### src/rtl/scmc_pkg.sv
// Shared types, codes and constants of the serial command motor controller.
// Used by every module of the block; depends on nothing.
`default_nettype none

package scmc_pkg;

    // Default sizes.
    localparam int FRAME_DEPTH_DEF = 6;
    localparam int LEVEL_WIDTH_DEF = 11;

    // Fixed widths.
    localparam int COUNT_W = 3;
    localparam int PADDR_W = 4;
    localparam int PDATA_W = 32;

    // Operation codes of an input item.
    localparam logic [1:0] OP_BYTE = 2'd0;
    localparam logic [1:0] OP_WDOG = 2'd1;
    localparam logic [1:0] OP_CTRL = 2'd2;

    // Drive modes.
    localparam logic [1:0] MODE_OFF = 2'd0;
    localparam logic [1:0] MODE_FWD = 2'd1;
    localparam logic [1:0] MODE_REV = 2'd2;

    // Configuration register indexes (word address).
    localparam logic [1:0] REG_WDOG_LIMIT  = 2'd0;
    localparam logic [1:0] REG_DAC_LIMIT   = 2'd1;
    localparam logic [1:0] REG_MOTOR_LIMIT = 2'd2;

    // Configuration reset values.
    localparam logic [7:0] WDOG_LIMIT_RST  = 8'd50;
    localparam logic [7:0] DAC_LIMIT_RST   = 8'd160;
    localparam logic [9:0] MOTOR_LIMIT_RST = 10'd500;

    localparam logic [COUNT_W-1:0] FRAME_LENGTH_RST = 3'd4;

    // Special bytes and limits.
    localparam logic [7:0] ABORT_BYTE = 8'h78;  // 'x'
    localparam logic [8:0] ASCII_ZERO = 9'd48;
    localparam logic [9:0] DUTY_MAX   = 10'd1000;

    // Command codes.
    localparam logic [7:0] CMD_A = 8'h61;
    localparam logic [7:0] CMD_B = 8'h62;
    localparam logic [7:0] CMD_C = 8'h63;
    localparam logic [7:0] CMD_D = 8'h64;
    localparam logic [7:0] CMD_E = 8'h65;
    localparam logic [7:0] CMD_F = 8'h66;
    localparam logic [7:0] CMD_G = 8'h67;
    localparam logic [7:0] CMD_I = 8'h69;
    localparam logic [7:0] CMD_J = 8'h6A;
    localparam logic [7:0] CMD_K = 8'h6B;
    localparam logic [7:0] CMD_M = 8'h6D;
    localparam logic [7:0] CMD_N = 8'h6E;
    localparam logic [7:0] CMD_O = 8'h6F;
    localparam logic [7:0] CMD_P = 8'h70;
    localparam logic [7:0] CMD_T = 8'h74;
    localparam logic [7:0] CMD_U = 8'h75;
    localparam logic [7:0] CMD_V = 8'h76;
    localparam logic [7:0] CMD_W = 8'h77;

    // Frame event handed from the frame parser to the command executor.
    typedef struct packed {
        logic       done;
        logic       aborted;
        logic       timeout;
        logic [7:0] code;
        logic [7:0] digit1;
        logic [7:0] digit2;
        logic [7:0] digit3;
    } t_frame_evt;

    // Frame length opened by a command byte; zero for a byte that opens nothing.
    function automatic logic [COUNT_W-1:0] length_of(input logic [7:0] c);
        logic [COUNT_W-1:0] len;
        unique case (c)
            CMD_C, CMD_E, CMD_N, CMD_O, CMD_P, CMD_I, CMD_J,
            CMD_K, CMD_T, CMD_U, CMD_W, CMD_V, CMD_M: len = 3'd1;
            CMD_B, CMD_D, CMD_G:                      len = 3'd2;
            CMD_A:                                    len = 3'd4;
            CMD_F:                                    len = 3'd6;
            default:                                  len = 3'd0;
        endcase
        return len;
    endfunction

endpackage

`default_nettype wire

### src/rtl/serial_command_motor_controller_core.sv
// Serial command motor controller. One item (a received byte, a watchdog tick or
// a control tick) is taken per clock into the input register unless it is stalled;
// its result passes into the result register, with all of the item's work done in the
// single logic stage between the two registers. A stalled result holds the result
// register, and the input register still takes one more item. The
// APB port holds the watchdog, DAC and motor limits at byte addresses 0, 4, 8;
// change them only while no item is in flight.
// Depends on scmc_pkg, scmc_frame, scmc_exec and scmc_motor.
`default_nettype none

module serial_command_motor_controller_core #(
    parameter int FRAME_DEPTH = scmc_pkg::FRAME_DEPTH_DEF,
    parameter int LEVEL_WIDTH = scmc_pkg::LEVEL_WIDTH_DEF
) (
    input  wire                          i_clk,
    input  wire                          i_rst_n,
    // Configuration port.
    input  wire                          psel,
    input  wire                          penable,
    input  wire                          pwrite,
    input  wire [scmc_pkg::PADDR_W-1:0]  paddr,
    input  wire [scmc_pkg::PDATA_W-1:0]  pwdata,
    output logic [scmc_pkg::PDATA_W-1:0] prdata,
    output logic                         pready,
    // Input channel.
    input  wire                          i_in_valid,
    output logic                         o_in_stall,
    input  wire [1:0]                    i_operation,
    input  wire [7:0]                    i_rx_byte,
    // Output channel.
    output logic                         o_out_valid,
    input  wire                          i_out_stall,
    output logic [5:0]                   o_pin_states,
    output logic [7:0]                   o_dac_value,
    output logic                         o_dac_write,
    output logic [9:0]                   o_pwm_forward,
    output logic [9:0]                   o_pwm_reverse,
    output logic [1:0]                   o_drive_mode,
    output logic                         o_frame_done,
    output logic [7:0]                   o_command_code,
    output logic                         o_frame_aborted
);

    logic [7:0] r_wdog_limit;
    logic [7:0] r_dac_limit;
    logic [9:0] r_motor_limit;

    logic       r_in_valid;
    logic [1:0] r_op;
    logic [7:0] r_byte;

    logic       advance;
    logic       fire;
    logic       cfg_wr;
    logic [1:0] cfg_idx;

    scmc_pkg::t_frame_evt        evt;
    logic [5:0]                  pins;
    logic [7:0]                  dac;
    logic                        dac_wr;
    logic signed [LEVEL_WIDTH-1:0] target;
    logic [9:0]                  pwm_fwd, pwm_rev;
    logic [1:0]                  mode;

    // Configuration registers.
    assign pready  = 1'b1;
    assign cfg_wr  = psel && penable && pwrite && pready;
    assign cfg_idx = paddr[3:2];

    always_ff @(posedge i_clk) begin
        if (!i_rst_n) begin
            r_wdog_limit  <= scmc_pkg::WDOG_LIMIT_RST;
            r_dac_limit   <= scmc_pkg::DAC_LIMIT_RST;
            r_motor_limit <= scmc_pkg::MOTOR_LIMIT_RST;
        end else if (cfg_wr) begin
            unique case (cfg_idx)
                scmc_pkg::REG_WDOG_LIMIT:  r_wdog_limit  <= pwdata[7:0];
                scmc_pkg::REG_DAC_LIMIT:   r_dac_limit   <= pwdata[7:0];
                scmc_pkg::REG_MOTOR_LIMIT: r_motor_limit <= pwdata[9:0];
                default: begin
                end
            endcase
        end
    end

    always_comb begin
        unique case (cfg_idx)
            scmc_pkg::REG_WDOG_LIMIT:  prdata = 32'(r_wdog_limit);
            scmc_pkg::REG_DAC_LIMIT:   prdata = 32'(r_dac_limit);
            scmc_pkg::REG_MOTOR_LIMIT: prdata = 32'(r_motor_limit);
            default:                   prdata = '0;
        endcase
    end

    // Input register; it moves on whenever the result register can take a result.
    assign advance    = !o_out_valid || !i_out_stall;
    assign fire       = r_in_valid && advance;
    assign o_in_stall = r_in_valid && !advance;

    always_ff @(posedge i_clk) begin
        if (!i_rst_n) begin
            r_in_valid <= 1'b0;
        end else if (!o_in_stall) begin
            r_in_valid <= i_in_valid;
        end
    end

    always_ff @(posedge i_clk) begin
        if (!o_in_stall && i_in_valid) begin
            r_op   <= i_operation;
            r_byte <= i_rx_byte;
        end
    end

    // Item processing.
    scmc_frame #(
        .FRAME_DEPTH (FRAME_DEPTH)
    ) u_frame (
        .i_clk        (i_clk),
        .i_rst_n      (i_rst_n),
        .i_fire       (fire),
        .i_op         (r_op),
        .i_byte       (r_byte),
        .i_wdog_limit (r_wdog_limit),
        .o_evt        (evt)
    );

    scmc_exec #(
        .LEVEL_WIDTH (LEVEL_WIDTH)
    ) u_exec (
        .i_clk         (i_clk),
        .i_rst_n       (i_rst_n),
        .i_fire        (fire),
        .i_op          (r_op),
        .i_evt         (evt),
        .i_dac_limit   (r_dac_limit),
        .i_motor_limit (r_motor_limit),
        .o_pins        (pins),
        .o_dac         (dac),
        .o_dac_write   (dac_wr),
        .o_target      (target)
    );

    scmc_motor #(
        .LEVEL_WIDTH (LEVEL_WIDTH)
    ) u_motor (
        .i_clk         (i_clk),
        .i_rst_n       (i_rst_n),
        .i_fire        (fire),
        .i_op          (r_op),
        .i_target      (target),
        .o_pwm_forward (pwm_fwd),
        .o_pwm_reverse (pwm_rev),
        .o_mode        (mode)
    );

    // Result register.
    always_ff @(posedge i_clk) begin
        if (!i_rst_n) begin
            o_out_valid <= 1'b0;
        end else if (advance) begin
            o_out_valid <= r_in_valid;
        end
    end

    always_ff @(posedge i_clk) begin
        if (fire) begin
            o_pin_states    <= pins;
            o_dac_value     <= dac;
            o_dac_write     <= dac_wr;
            o_pwm_forward   <= pwm_fwd;
            o_pwm_reverse   <= pwm_rev;
            o_drive_mode    <= mode;
            o_frame_done    <= evt.done;
            o_command_code  <= evt.code;
            o_frame_aborted <= evt.aborted;
        end
    end

endmodule

`default_nettype wire

### src/rtl/scmc_frame.sv
// Frame parser and watchdog: opens, fills, completes and aborts command frames.
// Uses scmc_pkg for codes, frame lengths and the frame event type.
`default_nettype none

module scmc_frame #(
    parameter int FRAME_DEPTH = scmc_pkg::FRAME_DEPTH_DEF
) (
    input  wire                   i_clk,
    input  wire                   i_rst_n,
    input  wire                   i_fire,
    input  wire [1:0]             i_op,
    input  wire [7:0]             i_byte,
    input  wire [7:0]             i_wdog_limit,
    output scmc_pkg::t_frame_evt  o_evt
);

    localparam int CW = scmc_pkg::COUNT_W;

    logic          r_active, n_active;
    logic [CW-1:0] r_count, n_count;
    logic [CW-1:0] r_length, n_length;
    logic [7:0]    r_wd, n_wd;
    logic [7:0]    r_store [FRAME_DEPTH];

    logic          act;
    logic          wr_en;
    logic          done;
    logic          aborted;
    logic          timeout;
    logic [CW-1:0] open_len;
    logic [CW-1:0] cnt_inc;
    logic [7:0]    wd_inc;
    logic [7:0]    eff [4];

    assign open_len = scmc_pkg::length_of(i_byte);
    assign cnt_inc  = r_count + 3'd1;
    assign wd_inc   = r_wd + 8'd1;

    // Next frame and watchdog state for the item in hand.
    always_comb begin
        n_active = r_active;
        n_count  = r_count;
        n_length = r_length;
        n_wd     = r_wd;
        act      = r_active;
        wr_en    = 1'b0;
        done     = 1'b0;
        aborted  = 1'b0;
        timeout  = 1'b0;
        if (i_fire) begin
            unique case (i_op)
                scmc_pkg::OP_BYTE: begin
                    n_wd = 8'd0;
                    if (!r_active && open_len != 3'd0) begin
                        n_length = open_len;
                        act      = 1'b1;
                    end
                    if (act) begin
                        wr_en = 1'b1;
                        if (cnt_inc >= n_length) begin
                            act     = 1'b0;
                            n_count = 3'd0;
                            done    = 1'b1;
                        end else begin
                            n_count = cnt_inc;
                        end
                    end
                    // The abort byte wins even over a completing frame.
                    if (i_byte == scmc_pkg::ABORT_BYTE) begin
                        act     = 1'b0;
                        n_count = 3'd0;
                        done    = 1'b0;
                        aborted = 1'b1;
                    end
                    n_active = act;
                end
                scmc_pkg::OP_WDOG: begin
                    n_wd = wd_inc;
                    if (wd_inc >= i_wdog_limit) begin
                        n_wd     = 8'd0;
                        n_active = 1'b0;
                        n_count  = 3'd0;
                        timeout  = 1'b1;
                        aborted  = 1'b1;
                    end
                end
                default: begin
                end
            endcase
        end
    end

    // Frame bytes as they stand after this item's write.
    always_comb begin
        for (int k = 0; k < 4; k++) begin
            eff[k] = (wr_en && r_count == 3'(k)) ? i_byte : r_store[k];
        end
    end

    always_comb begin
        o_evt.done    = done;
        o_evt.aborted = aborted;
        o_evt.timeout = timeout;
        o_evt.code    = done ? eff[0] : 8'd0;
        o_evt.digit1  = eff[1];
        o_evt.digit2  = eff[2];
        o_evt.digit3  = eff[3];
    end

    // Control state.
    always_ff @(posedge i_clk) begin
        if (!i_rst_n) begin
            r_active <= 1'b0;
            r_count  <= '0;
            r_length <= scmc_pkg::FRAME_LENGTH_RST;
            r_wd     <= 8'd0;
        end else begin
            r_active <= n_active;
            r_count  <= n_count;
            r_length <= n_length;
            r_wd     <= n_wd;
        end
    end

    // Frame store, one byte per position.
    always_ff @(posedge i_clk) begin
        for (int i = 0; i < FRAME_DEPTH; i++) begin
            if (wr_en && r_count == 3'(i)) begin
                r_store[i] <= i_byte;
            end
        end
    end

endmodule

`default_nettype wire

### src/rtl/scmc_exec.sv
// Command executor: output pins, DAC register, motor target and shutdown flag.
// Uses scmc_pkg for command codes and the frame event from scmc_frame.
`default_nettype none

module scmc_exec #(
    parameter int LEVEL_WIDTH = scmc_pkg::LEVEL_WIDTH_DEF
) (
    input  wire                          i_clk,
    input  wire                          i_rst_n,
    input  wire                          i_fire,
    input  wire [1:0]                    i_op,
    input  scmc_pkg::t_frame_evt         i_evt,
    input  wire [7:0]                    i_dac_limit,
    input  wire [9:0]                    i_motor_limit,
    output logic [5:0]                   o_pins,
    output logic [7:0]                   o_dac,
    output logic                         o_dac_write,
    output logic signed [LEVEL_WIDTH-1:0] o_target
);

    localparam int LW = LEVEL_WIDTH;
    localparam logic signed [LW:0] STEP = (LW+1)'(1);

    logic [5:0]           r_pins, n_pins;
    logic [7:0]           r_dac, n_dac;
    logic                 r_shut, n_shut;
    logic signed [LW-1:0] r_target, n_target;

    logic signed [8:0]  d1, d2, d3;
    logic signed [15:0] dec_sum;
    logic [7:0]         dec_val;
    logic signed [LW:0] t_wide, t_inc, t_dec, lim_pos, lim_neg;

    // Three-digit decimal value, clamped to the DAC limit.
    assign d1      = $signed({1'b0, i_evt.digit1}) - $signed(scmc_pkg::ASCII_ZERO);
    assign d2      = $signed({1'b0, i_evt.digit2}) - $signed(scmc_pkg::ASCII_ZERO);
    assign d3      = $signed({1'b0, i_evt.digit3}) - $signed(scmc_pkg::ASCII_ZERO);
    assign dec_sum = 16'(d3) + 16'(d2) * 16'sd10 + 16'(d1) * 16'sd100;
    assign dec_val = (dec_sum < 16'sd0 || dec_sum > $signed({8'd0, i_dac_limit}))
                     ? i_dac_limit : dec_sum[7:0];

    // Target steps and their saturation bounds.
    assign t_wide  = {r_target[LW-1], r_target};
    assign t_inc   = t_wide + STEP;
    assign t_dec   = t_wide - STEP;
    assign lim_pos = $signed((LW+1)'(i_motor_limit));
    assign lim_neg = -lim_pos;

    always_comb begin
        n_pins      = r_pins;
        n_dac       = r_dac;
        n_shut      = r_shut;
        n_target    = r_target;
        o_dac_write = 1'b0;
        if (i_fire) begin
            unique case (i_op)
                scmc_pkg::OP_BYTE: begin
                    if (i_evt.done) begin
                        unique case (i_evt.code)
                            scmc_pkg::CMD_A: begin
                                n_dac       = dec_val;
                                o_dac_write = 1'b1;
                            end
                            scmc_pkg::CMD_G: begin
                                n_dac       = i_evt.digit1;
                                o_dac_write = 1'b1;
                            end
                            scmc_pkg::CMD_I: n_pins[0] = ~r_pins[0];
                            scmc_pkg::CMD_P: n_pins[0] = 1'b0;
                            // Forward and reverse pins never both on.
                            scmc_pkg::CMD_J: begin
                                if (r_pins[1]) begin
                                    n_pins[1] = 1'b0;
                                end else begin
                                    n_pins[1] = 1'b1;
                                    n_pins[2] = 1'b0;
                                end
                            end
                            scmc_pkg::CMD_K: begin
                                if (r_pins[2]) begin
                                    n_pins[2] = 1'b0;
                                end else begin
                                    n_pins[2] = 1'b1;
                                    n_pins[1] = 1'b0;
                                end
                            end
                            scmc_pkg::CMD_M: begin
                                n_pins[1] = ~r_pins[1];
                                n_pins[2] = r_pins[1];
                            end
                            scmc_pkg::CMD_T: n_pins[3] = ~r_pins[3];
                            scmc_pkg::CMD_U: n_pins[4] = ~r_pins[4];
                            scmc_pkg::CMD_W: n_pins[5] = ~r_pins[5];
                            scmc_pkg::CMD_N: begin
                                n_target = (t_inc > lim_pos) ? lim_pos[LW-1:0] : t_inc[LW-1:0];
                            end
                            scmc_pkg::CMD_O: begin
                                n_target = (t_dec < lim_neg) ? lim_neg[LW-1:0] : t_dec[LW-1:0];
                            end
                            default: begin
                            end
                        endcase
                    end
                end
                scmc_pkg::OP_WDOG: begin
                    if (i_evt.timeout) begin
                        n_shut = 1'b1;
                    end
                end
                scmc_pkg::OP_CTRL: begin
                    // Anti-spin: pin 1 on forces pin 6 off, then the pending shutdown.
                    if (r_pins[0]) begin
                        n_pins[5] = 1'b0;
                    end
                    if (r_shut) begin
                        n_shut    = 1'b0;
                        n_pins[1] = 1'b0;
                        n_pins[2] = 1'b0;
                    end
                end
                default: begin
                end
            endcase
        end
    end

    assign o_pins   = n_pins;
    assign o_dac    = n_dac;
    assign o_target = r_target;

    always_ff @(posedge i_clk) begin
        if (!i_rst_n) begin
            r_pins   <= 6'd0;
            r_dac    <= 8'd0;
            r_shut   <= 1'b0;
            r_target <= '0;
        end else begin
            r_pins   <= n_pins;
            r_dac    <= n_dac;
            r_shut   <= n_shut;
            r_target <= n_target;
        end
    end

endmodule

`default_nettype wire

### src/rtl/scmc_motor.sv
// Motor ramp: steps the motor level toward the target and derives the duties.
// Uses scmc_pkg for operation and drive mode codes.
`default_nettype none

module scmc_motor #(
    parameter int LEVEL_WIDTH = scmc_pkg::LEVEL_WIDTH_DEF
) (
    input  wire                           i_clk,
    input  wire                           i_rst_n,
    input  wire                           i_fire,
    input  wire [1:0]                     i_op,
    input  wire signed [LEVEL_WIDTH-1:0]  i_target,
    output logic [9:0]                    o_pwm_forward,
    output logic [9:0]                    o_pwm_reverse,
    output logic [1:0]                    o_mode
);

    localparam int LW = LEVEL_WIDTH;
    localparam logic signed [LW-1:0] ONE     = LW'(1);
    localparam logic signed [LW-1:0] NEG_ONE = -ONE;
    localparam logic signed [LW:0]   DMAX    = (LW+1)'(scmc_pkg::DUTY_MAX);

    logic signed [LW-1:0] r_level, n_level;
    logic [1:0]           r_mode, n_mode;
    logic signed [LW:0]   pos, neg;
    logic [9:0]           duty_pos, duty_neg;

    // One ramp step per control tick when the target lies outside -1..1; else drive off.
    always_comb begin
        n_level = r_level;
        n_mode  = r_mode;
        if (i_fire && i_op == scmc_pkg::OP_CTRL) begin
            if (i_target > ONE) begin
                n_mode  = scmc_pkg::MODE_FWD;
                n_level = (r_level < i_target) ? r_level + ONE : r_level - ONE;
            end else if (i_target < NEG_ONE) begin
                n_mode  = scmc_pkg::MODE_REV;
                n_level = (r_level > i_target) ? r_level - ONE : r_level + ONE;
            end else begin
                n_mode  = scmc_pkg::MODE_OFF;
            end
        end
    end

    // Duty saturation to 0..1000 in each direction.
    assign pos = {n_level[LW-1], n_level};
    assign neg = -pos;

    always_comb begin
        if (pos < 0) begin
            duty_pos = 10'd0;
        end else if (pos > DMAX) begin
            duty_pos = scmc_pkg::DUTY_MAX;
        end else begin
            duty_pos = pos[9:0];
        end
        if (neg < 0) begin
            duty_neg = 10'd0;
        end else if (neg > DMAX) begin
            duty_neg = scmc_pkg::DUTY_MAX;
        end else begin
            duty_neg = neg[9:0];
        end
    end

    assign o_pwm_forward = (n_mode == scmc_pkg::MODE_FWD) ? duty_pos : 10'd0;
    assign o_pwm_reverse = (n_mode == scmc_pkg::MODE_REV) ? duty_neg : 10'd0;
    assign o_mode        = n_mode;

    always_ff @(posedge i_clk) begin
        if (!i_rst_n) begin
            r_level <= '0;
            r_mode  <= scmc_pkg::MODE_OFF;
        end else begin
            r_level <= n_level;
            r_mode  <= n_mode;
        end
    end

endmodule

`default_nettype wire

### config.mk
export PLATFORM = sky130hd
export DESIGN_NAME = serial_command_motor_controller_core
export DESIGN_NICKNAME = d
export VERILOG_FILES = /design/src/rtl/scmc_pkg.sv /design/src/rtl/serial_command_motor_controller_core.sv /design/src/rtl/scmc_frame.sv /design/src/rtl/scmc_exec.sv /design/src/rtl/scmc_motor.sv
export SDC_FILE = /design/constraint.sdc
export NUM_CORES = 1
export LEC_CHECK = 0
export BUFFER_PORTS_ARGS = -buffer_cell sky130_fd_sc_hd__clkbuf_2
export CAP_MARGIN = 30
export CORE_MARGIN = 5
export CORE_UTILIZATION = 30
export CTS_CLUSTER_SIZE = 30
export DETAILED_ROUTE_END_ITERATION = 12
export PLACE_DENSITY = 0.46
export SLEW_MARGIN = 10
export SYNTH_ARGS = -nofsm -noshare
export SYNTH_HDL_FRONTEND = slang
export SYNTH_HIERARCHICAL = 1
export SYNTH_SLANG_ARGS = --single-unit
### constraint.sdc
create_clock -name i_clk -period 14.16 [get_ports i_clk]
set_clock_uncertainty 0.1 [all_clocks]
set_input_delay 0.708 -clock i_clk [delete_from_list [all_inputs] [get_ports i_clk]]
set_output_delay 0.708 -clock i_clk [all_outputs]
set_load 0.02 [all_outputs]
==> impl_metrics.ini <==
[synth]
synth_edf_count = 57
synthFlopType = dfxtp_1
yosysTopAreaCell = dfxtp_1
synth_area_leaders = dfxtp_1 (17%), edfxtp_1 (13%), ha_1 (13%)
avgSynthCellArea_um2 = 8.94
ys_seq_area_share_pct = 30.0
ys_seq_elements = 171
yosysMostFrequentCell = ha_1
yosys.area.top_type_share_pct = 17.1
synth_area_um2 = 13300
async_flop_share_pct = 0
synth_commonest_cells = ha_1 (135), nand2_1 (115), dfxtp_1 (114)
ys.warnings.count = 6
netlist_instances = 1491
synth_cell_types = 100

[timing]
clock.fmax_ghz = 0.118
rsz0062_at_grt = no
finalSetupTns_ps = 0
slew_violations = 0
worst_hold_slack_ps = 347
setup_viol = 0
tightest_slew_ps = 874
hold_viol = 0
timing.final.crit_period_ps = 8470
fin_crit_sh_pct = 59.8
max_slew_margin_pct = 41.0

[finish]
drive_above_1_share_pct = 13.6
diodes = 0
area_delta_synth_final_pct = 9.69
fin_nets = 1723
multi_input_comb_area_um2 = 8360
nFillCells = 4685
register_area_um2 = 3990
final_area_um2 = 14600

[die]
die_area_um2 = 48700
boundaryPins = 135
initial_utilization_pct = 30.2
die_y_um = 221
die_x_um = 221
core.rowCount = 77
coreArea_um2 = 44100

[placed_design]
buffer_ports.inserted = 87
place.gp.congestion = 0.814
hpwlAfterDp_mm = 26.5
place_area_um2 = 14000

[routing]
route.detailed.drc = 0
wl_mm = 34.5
via_per_inst = 4.89
ant_nets = 0
drtIter0Drc = 470
wire_per_inst_um = 16.2
firstDrtPassIters = 5
routed-via-count = 10400

[critical_path]
critPathMaxFanout = 54
cp.arrival_ps = 8550
cpPeakStageDelay_ps = 760
crit_slowest_cell = or4b_1
crit_cells = 30
worst_path_most_repeated_cell = ha_1
path_class = input pin to flop
crit_buf_inv = 3
start_kind = input pin
required_ps = 14250
worstSetupEndpointType = flop
crit_family = compound AO/OA/AOI/OAI gates
reg2reg_depth = 29

[clock_network]
cts_htree_levels = 4
cts_resized = 0
hold_buffers = 0
cts-root-buf = clkbuf_16
clock_latency_ps = 450
post_cts_buffers = 0
cts_sinks = 171
cts_tree = yes
clkSlewWorstSetupHoldPaths_ps = 70
cts_buffers = 17
clock_path_buffers = 2

[hold_path]
min_path_cells = 1
hold_class = input pin to flop

[global_route]
grt_pass1_wl_mm = 55.3
gr-total-overflow = 0
grt_usage_pct = 14.2
grt_max_degree = 67
grt_pass1_vias = 10300
antenna_found_initial = 0

[power_and_ir_drop]
ir_worst_vdd_v = 0.0000568
power.total_uw = 1050
p_per_area_nw_per_um2 = 72.1
p_leak_uw = 0.00622

[status]
status = finished, final reports clean

[run]
drv_cap = 0
==> per-stage QoR <==
stage | cells | setup slack (ps) | utilization [%]
after floorplan | 1512 | 2790 | -
after global placement | 2096 | 5140 | 31.8
after detailed placement | 2096 | 5130 | 31.8
after CTS | 2128 | 5580 | 33.1
after global routing | 2130 | 4850 | 33.1
final | 2130 | 5690 | 33.1
==> layout by cell type (no fill, tap or decap), types with 10 or more instances in the layout <==
cell,count
edfxtp_1,57
mux2i_1,59
nand2_1,115
ha_1,135
nand3_1,33
inv_1,113
dfxtp_1,114
a21oi_1,85
nor2_1,100
nand2b_1,15
clkbuf_2,87
o21ai_0,59
mux2_2,36
o21a_1,11
fa_1,10
buf_4,11
xnor2_1,69
a21o_1,17
nand4_1,20
and2_1,29
a31oi_1,11
nor3_1,41
xor2_1,32
nor2b_1,26
and3_1,10
conb_1,23
o211ai_1,11
or3_1,11
clkbuf_16,18
o221ai_1,11
==> state kept, by name, indices dropped and copies added, names as in the netlist, 10 cells and up <==
signal and flops:
u_motor/r_level 11, u_frame/r_store 32, o_pwm_forward 10, o_pwm_reverse 10
u_exec/o_target 11, r_motor_limit 10
==> path summary, 6_finish.rpt <==
path	from	endpoint	slack, ps
worst min-delay path	i_rx_byte[4]	r_byte[4]	350
worst min register to register	u_frame/r_length[0]	u_frame/r_length[0]	360
worst max-delay path	i_out_stall	o_dac_value[4]	5690
worst max register to register	r_in_valid	o_dac_value[4]	5710
==> final cells by class <==
cell class / count / share of cell area (%)
multi-input combinational: 1122 / 57.2
sequential: 171 / 27.3
tap: 592 / 5.07
timing repair buffer: 99 / 3.62
clock buffer: 20 / 3.27
inverter: 114 / 2.93
clock inverter: 12 / 0.599
==> kinds of logic after synthesis <==
logic type                 count (synthesis)  share of synthesized area [%]
buffers and inverters                    219                           8.00
other                                      2                         0.0563
muxes                                     99                           7.92
xor gates and xnor gates                 103                           7.01
adders and majority gates                145                           14.2
DFF                                      171                           30.0
and+or+nand+nor                          455                           17.6
AOI/OAI and AO/OA                        297                           15.3
==> metal layers <==
metal	up-vias	global-route usage (%)	routed length (um)
met4	0	3.35	433
met2	139	25.2	17100
met5	-	0	0
met1	4960	18.3	16100
li1	5287	-	-
met3	22	2.04	884
==> where the power goes <==
part | switching [uW] | internal [uW]
clock | 210 | 245
sequential | 10.4 | 518
combinational | 47.2 | 22.7
Power figures use the tool's default switching activity.
